`src/sv/owo_pkg.sv`:
```
// Shared types and constants of the omni wheel odometry block.
`timescale 1ns / 1ps
`default_nettype none
package owo_pkg;

	localparam int CNT_W    = 32;  // encoder count
	localparam int SUM_W    = 34;  // sum of four wheel deltas
	localparam int MULA_W   = 34;
	localparam int MULB_W   = 32;
	localparam int PROD_W   = MULA_W + MULB_W;
	localparam int KC_W     = 31;
	localparam int DYAW_W   = 54;
	localparam int DMAG_W   = 50;
	localparam int YAW_W    = 56;
	localparam int MAG_W    = 55;
	localparam int POS_W    = 48;
	localparam int POSSUM_W = 52;
	localparam int HEAD_W   = 32;
	localparam int REM_W    = 31;
	localparam int RAW_W    = 32;  // remainder before the final correction, below 4 pi
	localparam int SNAP_W   = 29;
	localparam int MAG_SH   = 20;  // heading magnitude is below 2^54, top 34 bits feed the multiplier
	localparam int Q_SH     = 42;
	localparam int CFG_IDX_W = 2;

	localparam logic [MULB_W-1:0] SQRT2_QUARTER_Q32 = 32'd1518500250;
	localparam logic [SNAP_W-1:0] SNAP_RESET = 29'd70276134;
	localparam logic [REM_W-1:0]  TWO_PI_Q28 = 31'd1686629713;
	// floor(2^62 / TWO_PI_Q28), rounds down so the quotient estimate never overshoots
	localparam logic [MULB_W-1:0] RECIP_TWO_PI =
		MULB_W'((64'd1 << (MAG_SH + Q_SH)) / 64'(TWO_PI_Q28));
	localparam logic signed [YAW_W-1:0] HALF_PI_Q28       = 56'sd421657428;
	localparam logic signed [YAW_W-1:0] PI_Q28            = 56'sd843314857;
	localparam logic signed [YAW_W-1:0] THREE_HALF_PI_Q28 = 56'sd1264972285;

	// configuration register indexes
	localparam logic [CFG_IDX_W-1:0] CFG_MM_PER_COUNT  = 2'd0;
	localparam logic [CFG_IDX_W-1:0] CFG_RAD_PER_COUNT = 2'd1;
	localparam logic [CFG_IDX_W-1:0] CFG_SNAP_WINDOW   = 2'd2;

	typedef enum logic [1:0] {
		QUAD_0,
		QUAD_90,
		QUAD_180,
		QUAD_270
	} quad_t;

	typedef enum logic [2:0] {
		MUL_KC,
		MUL_S,
		MUL_X,
		MUL_Y,
		MUL_Q,
		MUL_R
	} mul_sel_t;

	typedef enum logic [3:0] {
		ST_IDLE,
		ST_SUM,
		ST_MAG,
		ST_MULS,
		ST_MULX,
		ST_MULY,
		ST_YAW,
		ST_SNAP,
		ST_POS,
		ST_MULR,
		ST_REM,
		ST_FIN
	} state_t;

	typedef struct packed {
		logic     s_ready;
		logic     ld_delta;
		logic     ld_sum;
		logic     ld_mag;
		logic     mul_en;
		mul_sel_t mul_sel;
		logic     ld_dyaw;
		logic     ld_dxm;
		logic     ld_yaw;
		logic     snap_en;
		logic     ld_pos;
		logic     ld_rem;
		logic     fin;
		quad_t    win;
	} ctl_t;

	// centre of each cardinal window, in test order
	function automatic logic signed [YAW_W-1:0] snap_centre(input quad_t q);
		logic signed [YAW_W-1:0] c;
		unique case (q)
			QUAD_0:   c = '0;
			QUAD_90:  c = HALF_PI_Q28;
			QUAD_180: c = PI_Q28;
			QUAD_270: c = THREE_HALF_PI_Q28;
			default:  c = '0;
		endcase
		return c;
	endfunction

endpackage
`default_nettype wire

```
`src/sv/owo_mul.sv`:
```
// Shared unsigned multiplier with registered product.
`timescale 1ns / 1ps
`default_nettype none
module owo_mul (
	input  wire                          clk,
	input  wire                          en,
	input  wire  [owo_pkg::MULA_W-1:0]   a,
	input  wire  [owo_pkg::MULB_W-1:0]   b,
	output logic [owo_pkg::PROD_W-1:0]   prod_q
);
	import owo_pkg::*;

	always_ff @(posedge clk) begin
		if (en) begin
			prod_q <= PROD_W'(a) * PROD_W'(b);
		end
	end

endmodule
`default_nettype wire

```
`config.mk`:
```
export PLATFORM = sky130hd
export DESIGN_NAME = owo_mul
export DESIGN_NICKNAME = d
export VERILOG_FILES = /design/src/sv/owo_pkg.sv /design/src/sv/owo_mul.sv
export SDC_FILE = /design/constraint.sdc
export NUM_CORES = 2
export LEC_CHECK = 0
export BUFFER_PORTS_ARGS = -buffer_cell sky130_fd_sc_hd__buf_2
export CORE_MARGIN = 1
export CORE_UTILIZATION = 60
export DETAILED_ROUTE_END_ITERATION = 10
export PLACE_DENSITY = 0.81
export SYNTH_ARGS = -nofsm -noshare
export SYNTH_HDL_FRONTEND = slang
export SYNTH_SLANG_ARGS = --single-unit
```
`constraint.sdc`:
```
create_clock -name clk -period 7.4 [get_ports clk]
set_clock_uncertainty 0.15 [all_clocks]
set_input_delay 0.37 -clock clk [delete_from_list [all_inputs] [get_ports clk]]
set_output_delay 0.37 -clock clk [all_outputs]
set_load 0.03 [all_outputs]
```
==> impl_metrics.csv <==
group,metric,value,unit
synth,ys_types,55,
synth,synth_top_cell_by_area,"fa_1",
worst_setup_path,cp_max_fo,5,
finish,multi_input_area,31000,sq um
die,ios,134,
finish,fillers,4208,
hold_path,hp-class,"in2reg",
clock_network,cts_tree,"built",
hold_path,hold_start,"en",
route,wl_per_cell,19.8,um
place,place_congestion,0.978,
die,die-area,62400,sq um
route,dr.pass1.iters,6,
place,dpl.cell_count,5076,
finish,final_nets,5621,
die,dieHeight,250,um
route,drt_iter0_drc,2011,
clock_network,cts_hold_buffers,0,
route,drc,0,
finish,area_growth,15.2,%
place,dp_slack,-0.572,ns
route,wl,102000,um
worst_setup_path,worstSetupPathType,"in2reg",
worst_setup_path,cp.required,7.35,ns
place,portBuffers,133,
grt,grt_pass1_vias,31600,
clock_network,cts_sinks,66,
timing,finalHoldViolations,0,
synth,synth.yosys.warnings,0,
timing,hold_slack,0.603,ns
hold_path,min_to,"prod_q[50]",
synth,ys_seq_area_share,5.38,%
worst_setup_path,cp-start-kind,"input port",
timing,slew-limit-headroom,42.0,%
clock_network,path_clk_slew,0.06,ns
finish,stdcell_count,5123,
hold_path,holdPathStages,2,
clock_network,numCtsBuffers,9,
clock_network,clockRootBuffer,"clkbuf_16",
place,dp_hpwl,86800,um
die,std_cell_rows,90,
synth,yosys_most_used_dff,"edfxtp_1",
route,via_per_inst,5.65,
clock_network,htreeDepth,3,
synth,netlist_area,36900,sq um
synth,synth_seq_cells,66,
synth,synthCells,3989,
timing,worst_slew_pin_slew,0.870,ns
synth,synth_edf_count,66,
die,start_util,60.8,%
synth,synthTopCellsByArea,"fa_1 52%, inv_1 9.6%, ha_1 9.0%, and2_1 8.1%, nand2_1 6.8%",
die,core,60600,sq um
timing,period_needed,7.49,ns
grt,grt-ovfl-total,0,
synth,synth_nets,5278,
worst_setup_path,critPathLaunch,"a[17]",
grt,grt_first_pass_wirelength,162000,um
die,die_w,250,um
route,vias,28900,
timing,slew_violations,0,
timing,worst_slack,-0.0855,ns
synth,syn_avg_cell_area,9.24,sq um
synth,synth_top_area_share,51.9,%
run_status,status,"complete, but fails checks",
route,ant_nets,0,
timing,post-route-period-util,101,%
finish,largest_register_ffs,66,
timing,timing.fmax,0.134,GHz
timing,tns,-0.134,ns
finish,ff_latch_area,1980,sq um
finish,top_register,"prod_q",
grt,antenna_found_initial,5,
finish,reg.largest.list,"prod_q (66)",
worst_setup_path,end_kind,"flop",
timing,rsz0062_at_grt,"true",
clock_network,clk_path_buf_depth,2,
worst_setup_path,crit_arrival,7.44,ns
finish,drive_above_1_share,16.1,%
synth,synth-async-reset-ratio,0,%
run_status,violations,"negative setup slack",
run,drv_cap,0,
timing,setup_viol,4,
grt,grt.total_usage,33.2,%
grt,grt_start_max_net_pins,67,
[metal layers]
| layer | global-route usage (%) | up-vias | wire length, um |
|---|---|---|---|
| li1 | - | 12300 | - |
| met5 | 0 | - | 8 |
| met2 | 58.3 | 1518 | 52000 |
| met3 | 4.76 | 438 | 7870 |
| met1 | 39.1 | 14700 | 34700 |
| met4 | 18.4 | 2 | 7030 |
[worst max-delay path by stage]
stage | end | slack (ns)
floorplan | prod_q[65] | -0.02
global placement | prod_q[65] | -0.49
detailed placement | prod_q[65] | -0.57
CTS | prod_q[65] | -0.06
global route | prod_q[65] | -0.31
finish | prod_q[65] | -0.09
[stage by stage]
step | utilization, % | area, sq um
5_1_grt | 70.1 | 42400
6_report | 70.1 | 42400
4_1_cts | 68.5 | 41500
2_1_floorplan | - | 37000
3_3_place_gp | 67.7 | 41000
3_5_place_dp | 67.7 | 41000
[cell usage after synthesis (6+ instances only)]
master	n
a211oi_1	6
clkbuf_1	225
nand4_1	18
a31oi_1	9
o21bai_1	7
o21ai_0	31
and2_1	476
nand3_1	14
ha_1	265
and3_1	7
nand2_1	670
nor2_1	33
nor3_1	13
nand2b_1	6
o211ai_1	8
fa_1	956
a21oi_1	77
edfxtp_1	66
xor2_1	24
inv_1	938
xnor2_1	39
o21a_1	8
a21o_1	32
[critical path, stage by stage]
cell,delay [ns]
buf_12,0.12
buf_8,0.13
buf_4,0.14
and2_1,0.17
fa_1,0.47
fa_1,0.49
fa_1,0.55
inv_1,0.05
fa_1,0.48
inv_1,0.06
fa_1,0.49
fa_1,0.51
fa_1,0.58
fa_1,0.51
ha_4,0.33
nand2_1,0.07
o21ai_1,0.24
a31oi_1,0.09
a31oi_2,0.26
a21oi_2,0.12
o41a_1,0.41
o311ai_2,0.34
buf_4,0.18
nand4_1,0.09
and3_1,0.18
[layout by cell type, fill, tap and decap left out, types with 32 or more instances in the layout]
master	instances
inv_1	925
xnor2_1	39
buf_6	32
buf_2	85
buf_12	32
a21oi_1	60
ha_1	249
nand2_1	665
edfxtp_1	66
fa_1	929
and2_1	466
buf_4	390
[cell type report]
| class | instances | area share, % |
|---|---|---|
| Tap cell | 782 | 2.31 |
| Antenna cell | 4 | 0.0236 |
| Sequential cell | 66 | 4.67 |
| Multi-Input combinational cell | 2755 | 73.1 |
| Inverter | 938 | 8.29 |
| Clock buffer | 9 | 0.531 |
| Timing Repair Buffer | 562 | 11.0 |
| Clock inverter | 7 | 0.139 |
[cell families after synthesis]
| family | synth area share (%) |
|---|---|
| AOI/OAI and AO/OA | 3.84 |
| xor gates and xnor gates | 1.50 |
| adders and majority gates | 60.9 |
| buffers and inverters | 11.9 |
| DFF | 5.38 |
| muxes | 0.0272 |
| and+or+nand+nor | 16.4 |
[what timing repair did]
item / CTS / global route
gates cloned: 0 / 2
endpoints found under the setup margin: 19 / 25
setup buffers: 1 / 24
pin swaps: 7 / 81
gates resized for setup: 49 / 209
Power is left out: the tool's default activity adds up to more than one toggle a clock period on the data nets, which glitch-free logic cannot reach.
