<file path="src/sv/owo_pkg.sv">
// Shared types and constants of the omni wheel odometry block.
`timescale 1ns / 1ps
`default_nettype none
package owo_pkg;

	localparam int CNT_W    = 32;  // encoder count
	localparam int SUM_W    = 34;  // sum of four wheel deltas
	localparam int MULA_W   = 34;
	localparam int MULB_W   = 32;
	localparam int PROD_W   = MULA_W + MULB_W;
	localparam int KC_W     = 31;
	localparam int DYAW_W   = 54;
	localparam int DMAG_W   = 50;
	localparam int YAW_W    = 56;
	localparam int MAG_W    = 55;
	localparam int POS_W    = 48;
	localparam int POSSUM_W = 52;
	localparam int HEAD_W   = 32;
	localparam int REM_W    = 31;
	localparam int RAW_W    = 32;  // remainder before the final correction, below 4 pi
	localparam int SNAP_W   = 29;
	localparam int MAG_SH   = 20;  // heading magnitude is below 2^54, top 34 bits feed the multiplier
	localparam int Q_SH     = 42;
	localparam int CFG_IDX_W = 2;

	localparam logic [MULB_W-1:0] SQRT2_QUARTER_Q32 = 32'd1518500250;
	localparam logic [SNAP_W-1:0] SNAP_RESET = 29'd70276134;
	localparam logic [REM_W-1:0]  TWO_PI_Q28 = 31'd1686629713;
	// floor(2^62 / TWO_PI_Q28), rounds down so the quotient estimate never overshoots
	localparam logic [MULB_W-1:0] RECIP_TWO_PI =
		MULB_W'((64'd1 << (MAG_SH + Q_SH)) / 64'(TWO_PI_Q28));
	localparam logic signed [YAW_W-1:0] HALF_PI_Q28       = 56'sd421657428;
	localparam logic signed [YAW_W-1:0] PI_Q28            = 56'sd843314857;
	localparam logic signed [YAW_W-1:0] THREE_HALF_PI_Q28 = 56'sd1264972285;

	// configuration register indexes
	localparam logic [CFG_IDX_W-1:0] CFG_MM_PER_COUNT  = 2'd0;
	localparam logic [CFG_IDX_W-1:0] CFG_RAD_PER_COUNT = 2'd1;
	localparam logic [CFG_IDX_W-1:0] CFG_SNAP_WINDOW   = 2'd2;

	typedef enum logic [1:0] {
		QUAD_0,
		QUAD_90,
		QUAD_180,
		QUAD_270
	} quad_t;

	typedef enum logic [2:0] {
		MUL_KC,
		MUL_S,
		MUL_X,
		MUL_Y,
		MUL_Q,
		MUL_R
	} mul_sel_t;

	typedef enum logic [3:0] {
		ST_IDLE,
		ST_SUM,
		ST_MAG,
		ST_MULS,
		ST_MULX,
		ST_MULY,
		ST_YAW,
		ST_SNAP,
		ST_POS,
		ST_MULR,
		ST_REM,
		ST_FIN
	} state_t;

	typedef struct packed {
		logic     s_ready;
		logic     ld_delta;
		logic     ld_sum;
		logic     ld_mag;
		logic     mul_en;
		mul_sel_t mul_sel;
		logic     ld_dyaw;
		logic     ld_dxm;
		logic     ld_yaw;
		logic     snap_en;
		logic     ld_pos;
		logic     ld_rem;
		logic     fin;
		quad_t    win;
	} ctl_t;

	// centre of each cardinal window, in test order
	function automatic logic signed [YAW_W-1:0] snap_centre(input quad_t q);
		logic signed [YAW_W-1:0] c;
		unique case (q)
			QUAD_0:   c = '0;
			QUAD_90:  c = HALF_PI_Q28;
			QUAD_180: c = PI_Q28;
			QUAD_270: c = THREE_HALF_PI_Q28;
			default:  c = '0;
		endcase
		return c;
	endfunction

endpackage
`default_nettype wire

</file>
<file path="src/sv/owo_ctrl.sv">
// Sequencer of the odometry update.
`timescale 1ns / 1ps
`default_nettype none
module owo_ctrl (
	input  wire           clk,
	input  wire           arst_n,
	input  wire           s_valid,
	input  wire           snap_hit,
	input  wire           out_free,
	output owo_pkg::ctl_t ctl
);
	import owo_pkg::*;

	state_t state_q;
	state_t state_d;
	quad_t  win_q;

	always_ff @(posedge clk or negedge arst_n) begin
		if (!arst_n) begin
			state_q <= ST_IDLE;
			win_q   <= QUAD_0;
		end else begin
			state_q <= state_d;
			if (state_q == ST_SNAP && !snap_hit && win_q != QUAD_270) begin
				win_q <= quad_t'(win_q + 2'd1);
			end else begin
				win_q <= QUAD_0;
			end
		end
	end

	always_comb begin
		state_d = state_q;
		unique case (state_q)
			ST_IDLE: if (s_valid) state_d = ST_SUM;
			ST_SUM:  state_d = ST_MAG;
			ST_MAG:  state_d = ST_MULS;
			ST_MULS: state_d = ST_MULX;
			ST_MULX: state_d = ST_MULY;
			ST_MULY: state_d = ST_YAW;
			ST_YAW:  state_d = ST_SNAP;
			ST_SNAP: if (snap_hit || win_q == QUAD_270) state_d = ST_POS;
			ST_POS:  state_d = ST_MULR;
			ST_MULR: state_d = ST_REM;
			ST_REM:  state_d = ST_FIN;
			ST_FIN:  if (out_free) state_d = ST_IDLE;
			default: state_d = ST_IDLE;
		endcase
	end

	always_comb begin
		ctl = '0;
		ctl.mul_sel = MUL_KC;
		ctl.win = win_q;
		unique case (state_q)
			ST_IDLE: begin
				ctl.s_ready  = 1'b1;
				ctl.ld_delta = s_valid;
			end
			ST_SUM: begin
				ctl.ld_sum  = 1'b1;
				ctl.mul_en  = 1'b1;
				ctl.mul_sel = MUL_KC;
			end
			ST_MAG:  ctl.ld_mag = 1'b1;
			ST_MULS: begin
				ctl.mul_en  = 1'b1;
				ctl.mul_sel = MUL_S;
			end
			ST_MULX: begin
				ctl.ld_dyaw = 1'b1;
				ctl.mul_en  = 1'b1;
				ctl.mul_sel = MUL_X;
			end
			ST_MULY: begin
				ctl.ld_dxm  = 1'b1;
				ctl.mul_en  = 1'b1;
				ctl.mul_sel = MUL_Y;
			end
			ST_YAW:  ctl.ld_yaw = 1'b1;
			ST_SNAP: ctl.snap_en = 1'b1;
			ST_POS: begin
				ctl.ld_pos  = 1'b1;
				ctl.mul_en  = 1'b1;
				ctl.mul_sel = MUL_Q;
			end
			ST_MULR: begin
				ctl.mul_en  = 1'b1;
				ctl.mul_sel = MUL_R;
			end
			ST_REM:  ctl.ld_rem = 1'b1;
			ST_FIN:  ctl.fin = out_free;
			default: ctl.s_ready = 1'b0;
		endcase
	end

endmodule
`default_nettype wire

</file>
<file path="config.mk">
export PLATFORM = sky130hd
export DESIGN_NAME = owo_ctrl
export DESIGN_NICKNAME = d
export VERILOG_FILES = /design/src/sv/owo_pkg.sv /design/src/sv/owo_ctrl.sv
export SDC_FILE = /design/constraint.sdc
export NUM_CORES = 1
export LEC_CHECK = 0
export BUFFER_PORTS_ARGS = -buffer_cell sky130_fd_sc_hd__buf_2
export CAP_MARGIN = 20
export CORE_UTILIZATION = 32
export CTS_CLUSTER_SIZE = 8
export DETAILED_ROUTE_END_ITERATION = 8
export PLACE_DENSITY_LB_ADDON = 0.2
export SKIP_LAST_GASP = 1
export SLEW_MARGIN = 10
export SYNTH_ARGS = -nofsm -noshare
export SYNTH_HDL_FRONTEND = slang
export SYNTH_SLANG_ARGS = --single-unit
</file>
<file path="constraint.sdc">
create_clock -name clk -period 1.22 [get_ports clk]
set_input_delay 0.244 -clock clk [delete_from_list [all_inputs] [get_ports clk]]
set_output_delay 0.244 -clock clk [all_outputs]
set_load 0.02 [all_outputs]
</file>
==> results of run 1 <==
## where the power goes
part	internal, mW	switching (mW)
clock network	0.125	0.0864
logic	1.13	1.06
registers	0.284	0.156
## cell usage in the layout (no fill, tap or decap), types with 2 or more instances in the layout
cell      Yosys  routed
nor2_1        8       3
nor3_2        0       4
nand2b_4      0       3
buf_6         0      14
nand2_1       3       3
dfrtp_2       0       5
inv_1         2       2
buf_4         0      24
buf_2         4       7
nor3_4        0       2
nor2_4        0       5
clkbuf_4      0       3
## registers in the layout (all words and copies together), names as in the netlist
name and flops:
state_q 4, win_q 2
## area by class of cell
cell class	count	area, µm²	area share
clock buffers	4	26.3	0.0268
inverters	3	11.3	0.0115
multi-input cells	40	385	0.393
flip-flops and latches	6	156	0.160
well taps	14	17.5	0.0179
repair buffers	46	383	0.391
## critical path, stage by stage, from the launching register on
cell     delay, ns
dfrtp_2       0.42
buf_6         0.13
nor4_4        0.30
and2_4        0.19
buf_6         0.11
## timing repair
action | CTS | global route
gates resized for setup | 36 | 3
pin swaps | 9 | 3
endpoints found under the setup margin | 21 | 21
hold buffers | 1 | 0
buffers inserted | 7 | 2
endpoints found under the hold margin | 6 | 0
## cell families after synthesis
family,count (synthesis),synth area share
flops,6,0.354
buf+inv,7,0.0737
compound gates,9,0.127
simple gates,27,0.351
xor+xnor,2,0.0413
mux,1,0.0236
fa+ha+maj,1,0.0295
## metal layers
layer / track usage / share of wire
met1: 0.283 / 0.43
met2: 0.411 / 0.52
met3: 0.0756 / 0.045
met4: 0.0948 / 0.0057
met5: 0 / 0
## path summary, 6_finish.rpt
check,from,cells past startpoint,end
setup / recovery,state_q[2],4,ctl[15]
hold / removal,s_valid,3,state_q[0]
setup reg to reg,state_q[1],5,state_q[0]
hold reg to reg,win_q[0],1,win_q[0]
max in group asynchronous,arst_n,2,state_q[1]
min in group asynchronous,arst_n,2,win_q[1]
## synthesized netlist by cell type (2+ instances only)
| cell type | count | area share |
|---|---|---|
| a21oi_1 | 2 | 0.024 |
| and2_1 | 2 | 0.029 |
| buf_2 | 4 | 0.047 |
| dfrtp_1 | 6 | 0.35 |
| inv_1 | 2 | 0.018 |
| nand2_1 | 3 | 0.027 |
| nand2b_1 | 3 | 0.044 |
| nor2_1 | 8 | 0.071 |
| nor3_1 | 6 | 0.071 |
| o21ai_1 | 2 | 0.024 |
| o22ai_1 | 2 | 0.029 |
==> metrics, run 1 <==
result of the run finished, violations left; violated checks negative setup slack; die span in y 38.4 µm; post-synthesis async set-or-reset flop share 1.00; GRT Util Overall 0.243; Syn Area/Cell 8.00 µm²; final core utilization 0.837; drt wl/cell between 15 and 20 µm; Placed Instance Area around 750 µm²; clock slew at reported path FFs approximately 0.04 ns; Worst Setup Start Kind register; Final GP Congestion slightly above 0.8; Crit Path Max Fanout 3; row count 12; Syn Nets 59; Setup Slack @ Placement -0.204 ns; non-filler cells, final about 110; Routed Antenna Nets 0; FMAX around 600 MHz; vias approximately 560; Pwr Density slightly below 3000 mW/mm²; Fillers 72; Final min period between 1.5 and 2 ns; relative slew slack 0.834; number of I/O pins 22; Final Cycle Share 1.35; grt total ovfl 0; clock sink count 6; flip-flop and latch count after synthesis 6; Initial Utilization 0.362; Leakage approximately 0.48 nW; H-tree depth 1; Placed Instances 99; hold_ws 0.302 ns; detailed-route wire length approximately 1.8 mm; Final #Nets approximately 110; post-synthesis cell area around 420 µm²; CTS Buffer Depth 2; Die Span X between 30 and 40 µm; largest net degree at the start of global routing 9; post-DP HPWL 918 µm; setup ws final -0.421 ns; drt first pass iters 4; Final Setup Violations 21; Slew @ Worst Pin between 0.2 and 0.25 ns; vias in the first global route about 530; core area about 0.0012 mm²; Clock Skew ~0.010 ns; register area share after synthesis 0.354; Post-Syn Instances 53; Yosys Warn Count 0; drc violations 0; Antenna Cells 0; RSZ-0062 raised after global routing yes; arrival time at the worst endpoint roughly 1.4 ns; DR iter-0 viols 9; antenna violations before repair 0; die area about 0.0015 mm²; Req. time, crit path ~1 ns; r2r setup slk -0.28 ns; CTS tree done; PortBufs 21; crit end category primary output; Root Driver clkbuf_4; setup_tns -5.97 ns; library cells used by synthesis 24; maxcap violations 0; EDFF count, synth 0; P&R area growth vs syn 131%; Main synth FF type dfrtp_1; clock latency on the worst-skew pair 0.26 ns; critical path class register to primary output; Final Hold Fails 0; CTS buffer count 3; Final Instance Area 980 µm²; Min-Delay Path Class input port to register; first-pass GRT wire length around 2.3 mm; Design Power 2.84 mW; maximum VDD drop 0.00193 V; DR vias/cell 4.98; share of layout cells above drive strength 1 0.768; Slew Limit Fails 0
Power figures use the tool's default switching activity.
==> run 2: changes to the inputs <==
--- a/config.mk
+++ b/config.mk
@@ -10,6 +10,7 @@
 export CORE_UTILIZATION = 32
 export CTS_CLUSTER_SIZE = 8
 export DETAILED_ROUTE_END_ITERATION = 8
+export GPL_TIMING_DRIVEN = 0
 export PLACE_DENSITY_LB_ADDON = 0.2
 export SKIP_LAST_GASP = 1
 export SLEW_MARGIN = 10
==> metrics, run 2 (same netlist as run 1, synthesis figures left out) <==
critical path class register to primary output; setup ws final -0.390 ns; Placed Instance Area 671 µm²; crit path max-delay cell type dfrtp_2; Final #Nets between 90 and 100; Largest register FFs 4; drc violations 0; DR iter-0 viols 7; Antenna Cells 0; vias ~500; Final Hold Fails 0; detailed-route wire length approximately 1.4 mm; first-pass GRT wire length between 2 and 2.5 mm; Slew Limit Fails 0; Leakage ~0.44 nW; post-DP HPWL roughly 780 µm; crit end category primary output; CTS tree done; Worst Setup Start Kind register; RSZ-0062 raised after global routing yes; Min-Delay Path Class input port to register; relative slew slack 0.827; Req. time, crit path roughly 0.98 ns; Pwr Density between 2000 and 3000 mW/mm²; Slew @ Worst Pin about 0.26 ns; arrival time at the worst endpoint ~1.4 ns; clock slew at reported path FFs about 0.040 ns; Final min period 1.61 ns; crit-path cells buf_8 > xnor2_2 > nor2_1 > o21a_4 > buf_6; Final Instance Area roughly 910 µm²; instance count on the critical path 5; maxcap violations 0; most frequent cells in the layout buf_4, buf_6, buf_2; largest net degree at the start of global routing 11; CP endpoint ctl[9]; DR vias/cell 4.97; Reg-to-Reg Start state_q[1]; antenna violations before repair 0; Largest Register state_q; Worst Path Buf+Inv 2; vias in the first global route roughly 480; slowest cell delay on critical path ~0.46 ns; Final Setup Violations 19; r2r worst-path depth 5; Critical Path Start state_q[1]; GRT Util Overall 0.216; share of layout cells above drive strength 1 0.747; CTS buffer count 3; Die Span X around 38 µm; Fillers just over 80; P&R area growth vs syn 114%; PortBufs 21; crit-path leading delay family flip-flops; result of the run finished, violations left; biggest regs state_q (4), win_q (2); Final GP Congestion between 0.7 and 0.8; Setup Slack @ Placement -0.241 ns; setup_tns -5.34 ns; grt total ovfl 0; clock sink count 6; drt first pass iters 4; number of I/O pins 22; Root Driver clkbuf_4; CTS Buffer Depth 2; Routed Antenna Nets 0; maximum VDD drop around 0.0017 V; Clock Skew around 0.0011 ns; FMAX approximately 620 MHz; r2r setup slk -0.23 ns; worst r2r dst state_q[0]; die area about 0.0015 mm²; core area ~0.0012 mm²; drt wl/cell between 10 and 15 µm; commonest non-fill, non-tap cell in the layout buf_4; Crit Path Max Fanout 5; violated checks negative setup slack; Design Power between 2 and 3 mW; row count 12; Initial Utilization 0.362; clock latency on the worst-skew pair between 0.2 and 0.25 ns; die span in y just under 40 µm; Final Cycle Share 1.32; H-tree depth 1
run 2: changes by cell type in the layout (fill, tap and decap cells not counted), moves of 2 or more:
cell     delta
nor2_2      +2
dfrtp_2     -2
dfrtp_1     +2
buf_6       -4
buf_4      -10
run 2: final cells by class:
cell class                      count  area [µm²]  area share
Timing Repair Buffer               31         267       0.293
Buffer                              4        48.8      0.0537
Multi-Input combinational cell     40         388       0.427
Clock buffer                        3        22.5      0.0248
Tap cell                           14        17.5      0.0193
Inverter                            3        11.3      0.0124
Sequential cell                     6         154       0.169
run 2: through the flow:
| stage | instances | util | hold WS, ns |
|---|---|---|---|
| after floorplan | 53 | - | -0.0516 |
| after global placement | 88 | 0.573 | 0.0713 |
| after detailed placement | 88 | 0.573 | 0.0722 |
| after CTS | 100 | 0.746 | 0.265 |
| after global routing | 101 | 0.776 | 0.276 |
| final | 101 | 0.776 | 0.269 |
run 2: repair_timing:
item,4_1_cts,5_1_grt
setup endpoints to repair,19,21
buffers inserted,7,1
hold endpoints to repair,6,0
gates cloned,1,0
resized for setup,27,6
hold buffers,1,0
pin swaps,5,2
run 2: worst min-delay path by stage:
stage                        from          to  slack [ns]  cells after the start
after floorplan            arst_n  state_q[0]       -0.05                      0
after global placement     arst_n    win_q[1]        0.07                      1
after detailed placement   arst_n    win_q[1]        0.07                      1
after CTS                 s_valid  state_q[0]        0.27                      3
after global routing      s_valid  state_q[0]        0.28                      3
final                     s_valid  state_q[0]        0.27                      3
run 2: power by group:
| group | internal [mW] | switching [mW] | leakage (nW) |
|---|---|---|---|
| Combinational | 1.03 | 1.01 | 0.350 |
| Sequential | 0.278 | 0.0908 | 0.0722 |
| Clock | 0.111 | 0.0683 | 0.0138 |
run 2: layer usage:
layer	global-route usage	vias up	wire, µm
li1	-	248	-
met1	0.262	238	620
met2	0.369	16	738
met3	0.0698	0	68
met4	0.0517	0	0
met5	0	-	0
run 2: worst reg2reg max path: cells and delay by family (launching register included):
kind	cells	cell delay, ns
flip-flops	1	0.45
buffers and inverters	2	0.31
AO/OA/AOI/OAI	1	0.12
AND/OR/NAND/NOR	2	0.49
