===== src/sv/owo_pkg.sv =====
// Shared types and constants of the omni wheel odometry block.
`timescale 1ns / 1ps
`default_nettype none
package owo_pkg;

	localparam int CNT_W    = 32;  // encoder count
	localparam int SUM_W    = 34;  // sum of four wheel deltas
	localparam int MULA_W   = 34;
	localparam int MULB_W   = 32;
	localparam int PROD_W   = MULA_W + MULB_W;
	localparam int KC_W     = 31;
	localparam int DYAW_W   = 54;
	localparam int DMAG_W   = 50;
	localparam int YAW_W    = 56;
	localparam int MAG_W    = 55;
	localparam int POS_W    = 48;
	localparam int POSSUM_W = 52;
	localparam int HEAD_W   = 32;
	localparam int REM_W    = 31;
	localparam int RAW_W    = 32;  // remainder before the final correction, below 4 pi
	localparam int SNAP_W   = 29;
	localparam int MAG_SH   = 20;  // heading magnitude is below 2^54, top 34 bits feed the multiplier
	localparam int Q_SH     = 42;
	localparam int CFG_IDX_W = 2;

	localparam logic [MULB_W-1:0] SQRT2_QUARTER_Q32 = 32'd1518500250;
	localparam logic [SNAP_W-1:0] SNAP_RESET = 29'd70276134;
	localparam logic [REM_W-1:0]  TWO_PI_Q28 = 31'd1686629713;
	// floor(2^62 / TWO_PI_Q28), rounds down so the quotient estimate never overshoots
	localparam logic [MULB_W-1:0] RECIP_TWO_PI =
		MULB_W'((64'd1 << (MAG_SH + Q_SH)) / 64'(TWO_PI_Q28));
	localparam logic signed [YAW_W-1:0] HALF_PI_Q28       = 56'sd421657428;
	localparam logic signed [YAW_W-1:0] PI_Q28            = 56'sd843314857;
	localparam logic signed [YAW_W-1:0] THREE_HALF_PI_Q28 = 56'sd1264972285;

	// configuration register indexes
	localparam logic [CFG_IDX_W-1:0] CFG_MM_PER_COUNT  = 2'd0;
	localparam logic [CFG_IDX_W-1:0] CFG_RAD_PER_COUNT = 2'd1;
	localparam logic [CFG_IDX_W-1:0] CFG_SNAP_WINDOW   = 2'd2;

	typedef enum logic [1:0] {
		QUAD_0,
		QUAD_90,
		QUAD_180,
		QUAD_270
	} quad_t;

	typedef enum logic [2:0] {
		MUL_KC,
		MUL_S,
		MUL_X,
		MUL_Y,
		MUL_Q,
		MUL_R
	} mul_sel_t;

	typedef enum logic [3:0] {
		ST_IDLE,
		ST_SUM,
		ST_MAG,
		ST_MULS,
		ST_MULX,
		ST_MULY,
		ST_YAW,
		ST_SNAP,
		ST_POS,
		ST_MULR,
		ST_REM,
		ST_FIN
	} state_t;

	typedef struct packed {
		logic     s_ready;
		logic     ld_delta;
		logic     ld_sum;
		logic     ld_mag;
		logic     mul_en;
		mul_sel_t mul_sel;
		logic     ld_dyaw;
		logic     ld_dxm;
		logic     ld_yaw;
		logic     snap_en;
		logic     ld_pos;
		logic     ld_rem;
		logic     fin;
		quad_t    win;
	} ctl_t;

	// centre of each cardinal window, in test order
	function automatic logic signed [YAW_W-1:0] snap_centre(input quad_t q);
		logic signed [YAW_W-1:0] c;
		unique case (q)
			QUAD_0:   c = '0;
			QUAD_90:  c = HALF_PI_Q28;
			QUAD_180: c = PI_Q28;
			QUAD_270: c = THREE_HALF_PI_Q28;
			default:  c = '0;
		endcase
		return c;
	endfunction

endpackage
`default_nettype wire


===== src/sv/owo_mod.sv =====
// Heading wrap: two pi remainder from a reciprocal quotient estimate.
`timescale 1ns / 1ps
`default_nettype none
module owo_mod (
	input  wire                          clk,
	input  wire                          ld,
	input  wire  [owo_pkg::MAG_W-1:0]    mag,
	input  wire  [owo_pkg::MAG_W-1:0]    qprod,
	output logic [owo_pkg::REM_W-1:0]    rem
);
	import owo_pkg::*;

	logic [RAW_W-1:0] raw_q;

	// the quotient estimate is at most one short, so mag - q * 2pi is below 4 pi
	always_ff @(posedge clk) begin
		if (ld) begin
			raw_q <= RAW_W'(mag - qprod);
		end
	end

	assign rem = (raw_q >= RAW_W'(TWO_PI_Q28)) ? REM_W'(raw_q - RAW_W'(TWO_PI_Q28))
	                                           : raw_q[REM_W-1:0];

endmodule
`default_nettype wire


===== config.mk =====
export PLATFORM = sky130hd
export DESIGN_NAME = owo_mod
export DESIGN_NICKNAME = d
export VERILOG_FILES = /design/src/sv/owo_pkg.sv /design/src/sv/owo_mod.sv
export SDC_FILE = /design/constraint.sdc
export NUM_CORES = 1
export LEC_CHECK = 0
export BUFFER_PORTS_ARGS = -buffer_cell sky130_fd_sc_hd__buf_4
export CORE_ASPECT_RATIO = 0.5
export CORE_MARGIN = 8
export CORE_UTILIZATION = 50
export DETAILED_ROUTE_END_ITERATION = 7
export PLACE_DENSITY = 0.92
export SLEW_MARGIN = 20
export SYNTH_ARGS = -nofsm -noshare
export SYNTH_HDL_FRONTEND = slang
export SYNTH_SLANG_ARGS = --single-unit

===== constraint.sdc =====
create_clock -name clk -period 3.1 [get_ports clk]
set_input_delay 0.31 -clock clk [delete_from_list [all_inputs] [get_ports clk]]
set_output_delay 0.31 -clock clk [all_outputs]
set_load 0.02 [all_outputs]

==> results.ini, run 1 <==
[outcome]
status = finished with violations
violations = negative setup slack

[clock_tree]
clockBufferDepth = 2
clock-sinks = 32
numCtsBuffers = 5
cts_max_level = 2
cts_tree = yes
path_clk_slew_ps = 50
cts_hold_buf = 0
clockRootBuffer = clkbuf_16

[sta]
fin_ws_ps = -135.4
slew_headroom_pct = 59.43
fmaxAchievable_mhz = 309.1
period_share_pct = 104.4
setup_violations = 15
final-hold-violation-count = 0
layout_min_cycle_time_ps = 3235
rsz0062_at_grt = true
tightest_slew_ps = 603.4
maxSlewViolCount = 0

[pwr]
p_sw_mw = 1.009
ir_drop_mv = 0.2637
comb_power_share_pct = 51.4
power_density_mw_per_mm2 = 534.4
leakagePower_nw = 2.214
power_switching_share_pct = 39.42
internal-power_mw = 1.551
power_frac_clock_pct = 21.4
pwr-share-seq_pct = 27.2

[layout]
n_antenna_cell = 0
nets = 664
regMostFlops = raw_q
largest_reg_flops = 32
instances_no_fill = 615
layout_common_cells = buf_4, inv_1, a21oi_1
area_growth_pct = 32.81
drive_above_1_share_pct = 30.83
final_common_cell = buf_4
largest_registers = raw_q: 32 flops

[synth]
async_reset_ff_share_pct = 0
synth_top_flop_cell = edfxtp_1
synth_fp_nets = 555
synth_xor_area_share_pct = 14.08
synth_cells = 409
synth_seq_cells = 32
syn_avg_cell_area_um2 = 8.820
ys_seq_area_share_pct = 26.64
synthAdderAreaFrac_pct = 12.00
syn_area_mm2 = 0.003607
synthMuxAreaShare_pct = 0
synth_top_family_by_area = compound AO/OA/AOI/OAI gates
yosys_warnings = 0
yosys.area_share.simple_pct = 17.48
ys_types = 60
synth-compound-area-share_pct = 23.97
synth_edf_count = 32

[routing]
drtIter0Drc = 309
wl_um = 10480
ant_nets = 0
post_drt_wl_per_cell_um = 17.05
drt_pre_antenna_iters = 5
vias = 3468
drc_errors = 0
routed_via_density = 5.639

[floorplan]
coreArea_mm2 = 0.007157
die_h_um = 76.06
io_pins = 143
die_x_um = 136.1
rows = 22
initial_core_util_pct = 50.40
die_area_mm2 = 0.01035

[placement]
place_congestion = 0.8470
hpwlAfterDp_um = 8083
placed_cells_incl_taps = 599
io_buffers = 96
dp_slack_ps = 115.8

[global_routing]
grt_pass1_wl_um = 16080
antenna_found_initial = 0
grt_max_degree = 33
grt_pass1_vias = 3329
overflow = 0
grt_util_all_layers_pct = 18.72

[worst_setup_path]
critPathCapture = rem[15]
critPathLaunch = raw_q[0]$_DFFE_PP_
crit_path_start_kind = flop
worst-path-max-fanout = 4
path_class = reg2out
required_ps = 2790
crit_arrival_ps = 2930
critPathCaptureType = output port

[worst_hold_path]
hp-class = in2reg
whs_path_depth = 3

[flow_run]
max-cap-violations = 0

-- critical path: stages, from the launching register on --
cell	delay (ps)
edfxtp_1	380
buf_4	160
ha_1	170
nand4b_1	140
o31ai_2	340
a211oi_2	120
o31ai_4	370
a31oi_4	190
or2_1	310
nor2_2	100
xor2_1	190
buf_4	170
-- cell type report --
cell class	count	area [um^2]
fillers	565	2366
inverters	45	168.9
well taps	96	120.1
clock inverters	2	35.03
flip-flops and latches	32	960.9
clock buffers	6	128.9
multi-input cells	326	2559
repair buffers	108	818.3
-- worst min path at each step --
stage,startpoint,to,slack [ps]
6_report,qprod[0],raw_q[0]$_DFFE_PP_,430
5_1_grt,qprod[0],raw_q[0]$_DFFE_PP_,430
4_1_cts,qprod[0],raw_q[0]$_DFFE_PP_,430
3_5_place_dp,qprod[0],raw_q[0]$_DFFE_PP_,710
3_3_place_gp,qprod[0],raw_q[0]$_DFFE_PP_,700
2_1_floorplan,ld,raw_q[0]$_DFFE_PP_,420
-- routing by layer --
metal  vias up  global-route usage (%)  share of wire [%]  wire [um]
met5         -                       0                  0          0
met4         0                   4.570                1.5        155
met3        17                   3.816                8.8        927
met2       146                   29.54                 45       4724
met1      1609                   25.49                 45       4676
li1       1696                       -                  -          -
-- kinds of logic (layout without fill, tap and decap cells) --
logic type      Yosys count  after routing
buf+inv                  52            161
xor+xnor                 58             58
flops                    32             32
simple gates            109            109
fa+ha+maj                34             34
compound gates          124            125
-- stage by stage --
stage                     utilization (%)  TNS (ps)  area [um^2]  power (mW)  hold WS, ps
after floorplan                         -         0         3607       1.440        422.5
after global placement              62.10         0         4444       1.871        696.3
after detailed placement            62.10         0         4444       1.902        712.7
after CTS                           64.81         0         4638       2.468        428.2
after global routing                66.94     -1923         4791       2.677        428.3
final                               66.94    -851.2         4791       2.560        426.1
-- cells in the mapped netlist (4+ instances only) --
cell	count	area share, %
nor2b_1	4	0.69
nor3_1	4	0.55
o21ai_0	10	1.4
o31ai_1	6	1.2
nand3_1	11	1.5
a31oi_1	6	1.0
a31o_2	4	0.97
xor2_1	21	5.1
and2_1	4	0.69
clkbuf_1	5	0.52
edfxtp_1	32	27
inv_1	45	4.7
ha_1	33	11
or3_1	4	0.69
nand2_1	34	3.5
a21oi_1	38	5.3
nand2b_1	5	0.87
a21o_1	20	4.2
o21a_1	5	1.0
xnor2_1	37	9.0
nor2_1	18	1.9
o21bai_1	4	0.83
a211oi_1	7	1.5
and3_1	4	0.69
-- power groups by stage --
stage	sequential [mW]	combinational, mW	clock (mW)
2_1_floorplan	0.654	0.786	0
3_3_place_gp	0.677	1.19	0
3_5_place_dp	0.684	1.22	0
4_1_cts	0.678	1.24	0.549
5_1_grt	0.706	1.40	0.572
6_report	0.696	1.32	0.548
-- repair_timing --
item / 4_1_cts / 5_1_grt
pin swaps: 3 / 4
cloned: 0 / 1
gates resized for setup: 3 / 20
buffers inserted: 2 / 5
setup endpoints to repair: 20 / 23
Power figures use the tool's default switching activity.
==> run 2: changes to the inputs <==
--- a/config.mk
+++ b/config.mk
@@ -6,6 +6,7 @@
 export NUM_CORES = 1
 export LEC_CHECK = 0
 export BUFFER_PORTS_ARGS = -buffer_cell sky130_fd_sc_hd__buf_4
+export CAP_MARGIN = 20
 export CORE_ASPECT_RATIO = 0.5
 export CORE_MARGIN = 8
 export CORE_UTILIZATION = 50
==> constraint.sdc (replaced) <==
create_clock -name clk -period 3.1 [get_ports clk]
set_input_delay 0.31 -clock clk [delete_from_list [all_inputs] [get_ports clk]]
set_output_delay 0.31 -clock clk [all_outputs]
set_load 0.005 [all_outputs]
==> run 2 against run 1 <==
Design area grew 0.55%. Die area is the same. Critical endpoint is now rem[27]. Critical path depth is the same. The flow now finishes without violations. Clock-buffer cell count shrank 1.
==> results.ini, run 2 (synthesized netlist as in run 1, its figures left out) <==
[layout]
area_growth_pct = 33.54
final_common_cell = buf_4
finalCoreUtilization_pct = 67.31
regMostFlops = raw_q
instances_no_fill = 621
drive_above_1_share_pct = 31.43
largest_registers = raw_q: 32 flops
nets = 670
layout_common_cells = buf_4, inv_1, xnor2_1
largest_reg_flops = 32
post-route-cell-area_mm2 = 0.004817
n_antenna_cell = 0

[worst_setup_path]
crit_path_start_kind = flop
path_class = reg2out
critPathCaptureType = output port
path_cells = inv_2 > ha_4 > or3b_4 > a21o_1 > a211oi_2 > o31ai_4 > a31oi_4 > a21oi_2 > a21boi_2 > xor2_1 > buf_4
slowest_stage = edfxtp_1
required_ps = 2790
worst-path-max-fanout = 3
crit_arrival_ps = 2760
slowest_delay_ps = 410

[placement]
hpwlAfterDp_um = 7980
place_congestion = 0.8568
placed_area_mm2 = 0.004437
io_buffers = 96
placed_cells_incl_taps = 598

[sta]
whs_ps = 415.2
setup_violations = 0
slew_headroom_pct = 63.00
final-hold-violation-count = 0
fmaxAchievable_mhz = 325.2
period_share_pct = 99.18
rsz0062_at_grt = true
maxSlewViolCount = 0
layout_min_cycle_time_ps = 3075
fin_tns_setup_ps = 0
tightest_slew_ps = 550.3

[routing]
wl_um = 10470
vias = 3499
drtIter0Drc = 235
drt-met1-wl_um = 4642
post_drt_wl_per_cell_um = 16.86
drt_pre_antenna_iters = 5
route.met3.wl_um = 964
drc_errors = 0
ant_nets = 0
top_layer_used = met4
wl_met2_um = 4725
routed_via_density = 5.634

[clock_tree]
clock-sinks = 32
clockRootBuffer = clkbuf_16
path_clk_slew_ps = 50
numCtsBuffers = 5
clockBufferDepth = 2
cts_hold_buf = 0
cts_max_level = 2
cts_tree = yes

[global_routing]
grt_pass1_wl_um = 16220
grt_util_all_layers_pct = 18.82
grt_pass1_vias = 3327
overflow = 0
antenna_found_initial = 0
grt_max_degree = 33

[worst_hold_path]
hp-class = in2reg
whs_path_depth = 3
worstHoldStart = qprod[0]
min_to = raw_q[0]$_DFFE_PP_

[pwr]
ir_drop_mv = 0.2416
power_density_mw_per_mm2 = 496.9
leakagePower_nw = 2.233

[outcome]
status = complete, no violations

[floorplan]
io_pins = 143
rows = 22
initial_core_util_pct = 50.40
coreArea_mm2 = 0.007157
die_x_um = 136.1
die_h_um = 76.06
die_area_mm2 = 0.01035

[flow_run]
max-cap-violations = 0

[run 2: changes by cell type in the layout (fill, tap and decap cells not counted), sizes merged]
cell	delta
buf	+7
clkinv	+1
clkbuf	-1
a31o	-1
[run 2: how the worst max path moves through the flow]
| stage | from | endpoint | slack, ps | cells after the start |
|---|---|---|---|---|
| after floorplan | raw_q[0]$_DFFE_PP_ | rem[2] | 620 | 10 |
| after global placement | raw_q[1]$_DFFE_PP_ | rem[26] | 180 | 11 |
| after detailed placement | raw_q[1]$_DFFE_PP_ | rem[29] | 140 | 11 |
| after CTS | raw_q[1]$_DFFE_PP_ | rem[20] | 10 | 11 |
| after global routing | raw_q[1]$_DFFE_PP_ | rem[27] | -60 | 11 |
| final | raw_q[1]$_DFFE_PP_ | rem[27] | 30 | 11 |
[run 2: timing repair]
| action | CTS | global route |
|---|---|---|
| pin swaps | 1 | 16 |
| resized for setup | 3 | 19 |
| cloned | 0 | 0 |
| buffers inserted | 2 | 13 |
| endpoints found under the setup margin | 16 | 19 |
[run 2: worst max-delay path, delay by kind of cell, from the launching register on]
family | cells | cell delay, ps
buffers and inverters | 2 | 260
DFF | 1 | 410
adders and majority gates | 1 | 140
and+or+nand+nor | 1 | 380
xor gates and xnor gates | 1 | 200
AOI/OAI and AO/OA | 6 | 1090
[run 2: area by class of cell]
class | instances | area (um^2)
Tap cell | 96 | 120.1
Fill cell | 585 | 2340
Multi-Input combinational cell | 325 | 2530
Inverter | 45 | 168.9
Clock buffer | 5 | 125.1
Sequential cell | 32 | 960.9
Timing Repair Buffer | 115 | 874.6
Clock inverter | 3 | 37.54
[run 2: stage by stage]
step | power (mW) | worst slack, ps
2_1_floorplan | 1.273 | 618.3
3_3_place_gp | 1.692 | 176.0
3_5_place_dp | 1.721 | 138.0
4_1_cts | 2.289 | 10.85
5_1_grt | 2.513 | -61.77
6_report | 2.394 | 25.37
[run 2: metal layers]
| layer | global-route usage, % | vias to the layer above |
|---|---|---|
| li1 | - | 1703 |
| met1 | 26.66 | 1581 |
| met2 | 28.61 | 200 |
| met3 | 4.013 | 15 |
| met4 | 3.808 | 0 |
| met5 | 0 | - |
[run 2: where the power goes]
part           switching, mW  total, mW  internal [mW]
combinational          0.555       1.15          0.597
sequential             0.113      0.692          0.579
clock                  0.177      0.550          0.373
total                  0.844       2.39           1.55
==> run 3: changes to the inputs <==
--- a/config.mk
+++ b/config.mk
@@ -9,10 +9,11 @@
 export CAP_MARGIN = 20
 export CORE_ASPECT_RATIO = 0.5
 export CORE_MARGIN = 8
-export CORE_UTILIZATION = 50
+export CORE_UTILIZATION = 54
 export DETAILED_ROUTE_END_ITERATION = 7
-export PLACE_DENSITY = 0.92
-export SLEW_MARGIN = 20
+export PLACE_DENSITY = 0.95
+export RECOVER_POWER = 25
+export SLEW_MARGIN = 25
 export SYNTH_ARGS = -nofsm -noshare
 export SYNTH_HDL_FRONTEND = slang
 export SYNTH_SLANG_ARGS = --single-unit
==> constraint.sdc (replaced) <==
create_clock -name clk -period 3.65 [get_ports clk]
set_input_delay 0.365 -clock clk [delete_from_list [all_inputs] [get_ports clk]]
set_output_delay 0.365 -clock clk [all_outputs]
set_load 0.005 [all_outputs]
==> run 3 against run 2 <==
The flow now finishes with violations (max-capacitance violations, max-slew violations). Via count fell by 1.1%. Cell count down 3.5%. Sequential share of layout area increased by 1.2 points. Critical path type unchanged. Largest power group unchanged.
==> results.ini, run 3 (synthesized netlist as in run 1, its figures left out) <==
[outcome]
status = finished with violations
violations = max-capacitance violations, max-slew violations

[routing]
routed_via_density = 5.775
drtIter0Drc = 283
wl_um = 9875
drt_pre_antenna_iters = 6
post_drt_wl_per_cell_um = 16.49
drc_errors = 0
ant_nets = 0
vias = 3459

[worst_setup_path]
critPathCaptureType = output port
crit_path_start_kind = flop
crit_top_cell = buf_4
path_cells = inv_1 > ha_1 > or3b_1 > a21o_1 > a211oi_2 > o31ai_2 > a31oi_2 > buf_4 > nor2_1 > xor2_1 > buf_4
crit_arrival_ps = 3080
slowest_delay_ps = 470
worst-path-max-fanout = 7
required_ps = 3280
slowest_stage = edfxtp_1
path_class = reg2out

[sta]
maxSlewViolCount = 33
period_share_pct = 94.29
fmaxAchievable_mhz = 290.6
final-hold-violation-count = 0
whs_ps = 478.5
fin_tns_setup_ps = 0
layout_min_cycle_time_ps = 3442
fin_ws_ps = 208.3
slew_headroom_pct = -15.60
tightest_slew_ps = 1734
setup_violations = 0
rsz0062_at_grt = false

[clock_tree]
numCtsBuffers = 5
clock-sinks = 32
cts_tree = yes
path_clk_slew_ps = 50
post_cts_buffers = 0
cts.repair.resized = 0
clockBufferDepth = 2
cts_hold_buf = 0
cts_max_level = 2
clockRootBuffer = clkbuf_16

[floorplan]
rows = 21
die_x_um = 131.6
io_pins = 143
die_h_um = 73.80
die_area_mm2 = 0.009710
coreArea_mm2 = 0.006569
initial_core_util_pct = 54.91

[layout]
instances_no_fill = 599
largest_registers = raw_q: 32 flops
drive_above_1_share_pct = 26.23
nets = 652
final_common_cell = buf_4
fillers = 469
layout_common_cells = buf_4, inv_1, a21oi_1
post-route-cell-area_mm2 = 0.004546
finalCoreUtilization_pct = 69.20
register_area_um2 = 960.9
multi_input_area_mm2 = 0.002436
largest_reg_flops = 32
n_antenna_cell = 0
area_growth_pct = 26.01
regMostFlops = raw_q

[pwr]
ir_drop_mv = 0.2097
power_density_mw_per_mm2 = 412.2
power_mw = 1.874
leakagePower_nw = 2.112

[placement]
dp_slack_ps = 540.5
hpwlAfterDp_um = 7628
io_buffers = 96
placed_area_mm2 = 0.004409
placed_cells_incl_taps = 591
place_congestion = 0.8807

[global_routing]
grt_util_all_layers_pct = 19.80
grt_pass1_vias = 3434
overflow = 0
grt_max_degree = 33
antenna_found_initial = 0
grt_pass1_wl_um = 15840

[worst_hold_path]
hp-class = in2reg

[flow_run]
max-cap-violations = 1

[run 3: layer usage]
layer	part of all wire [%]	global-route usage (%)	vias up	wire length, um
met5	0	0	-	0
met4	3.1	9.332	0	302
met2	48	35.44	162	4727
met1	43	22.66	1607	4234
met3	6.2	4.161	27	611
li1	-	-	1663	-
[run 3: worst max-delay path, delay by kind of cell, from the launching register on]
family / cells / cell delay [ps]
AOI/OAI and AO/OA: 4 / 1090
DFF: 1 / 470
adders and majority gates: 1 / 160
xor gates and xnor gates: 1 / 150
buffers and inverters: 3 / 490
and+or+nand+nor: 2 / 440
[run 3: final timing paths]
kind                          startpoint            endpoint  slack, ps  cells past startpoint
worst max-delay path  raw_q[0]$_DFFE_PP_              rem[5]        210                     11
worst min-delay path            qprod[0]  raw_q[0]$_DFFE_PP_        480                      3
[run 3: layout make-up]
type,count,area share (%)
clock buffers,6,2.835
clock inverters,2,0.2477
inverters,45,3.716
multi-input cells,325,53.59
flip-flops and latches,32,21.14
well taps,92,2.532
repair buffers,97,15.94
[run 3: where the power goes]
part	internal, mW	switching, mW
combinational	0.448	0.444
clock	0.250	0.150
sequential	0.493	0.0888
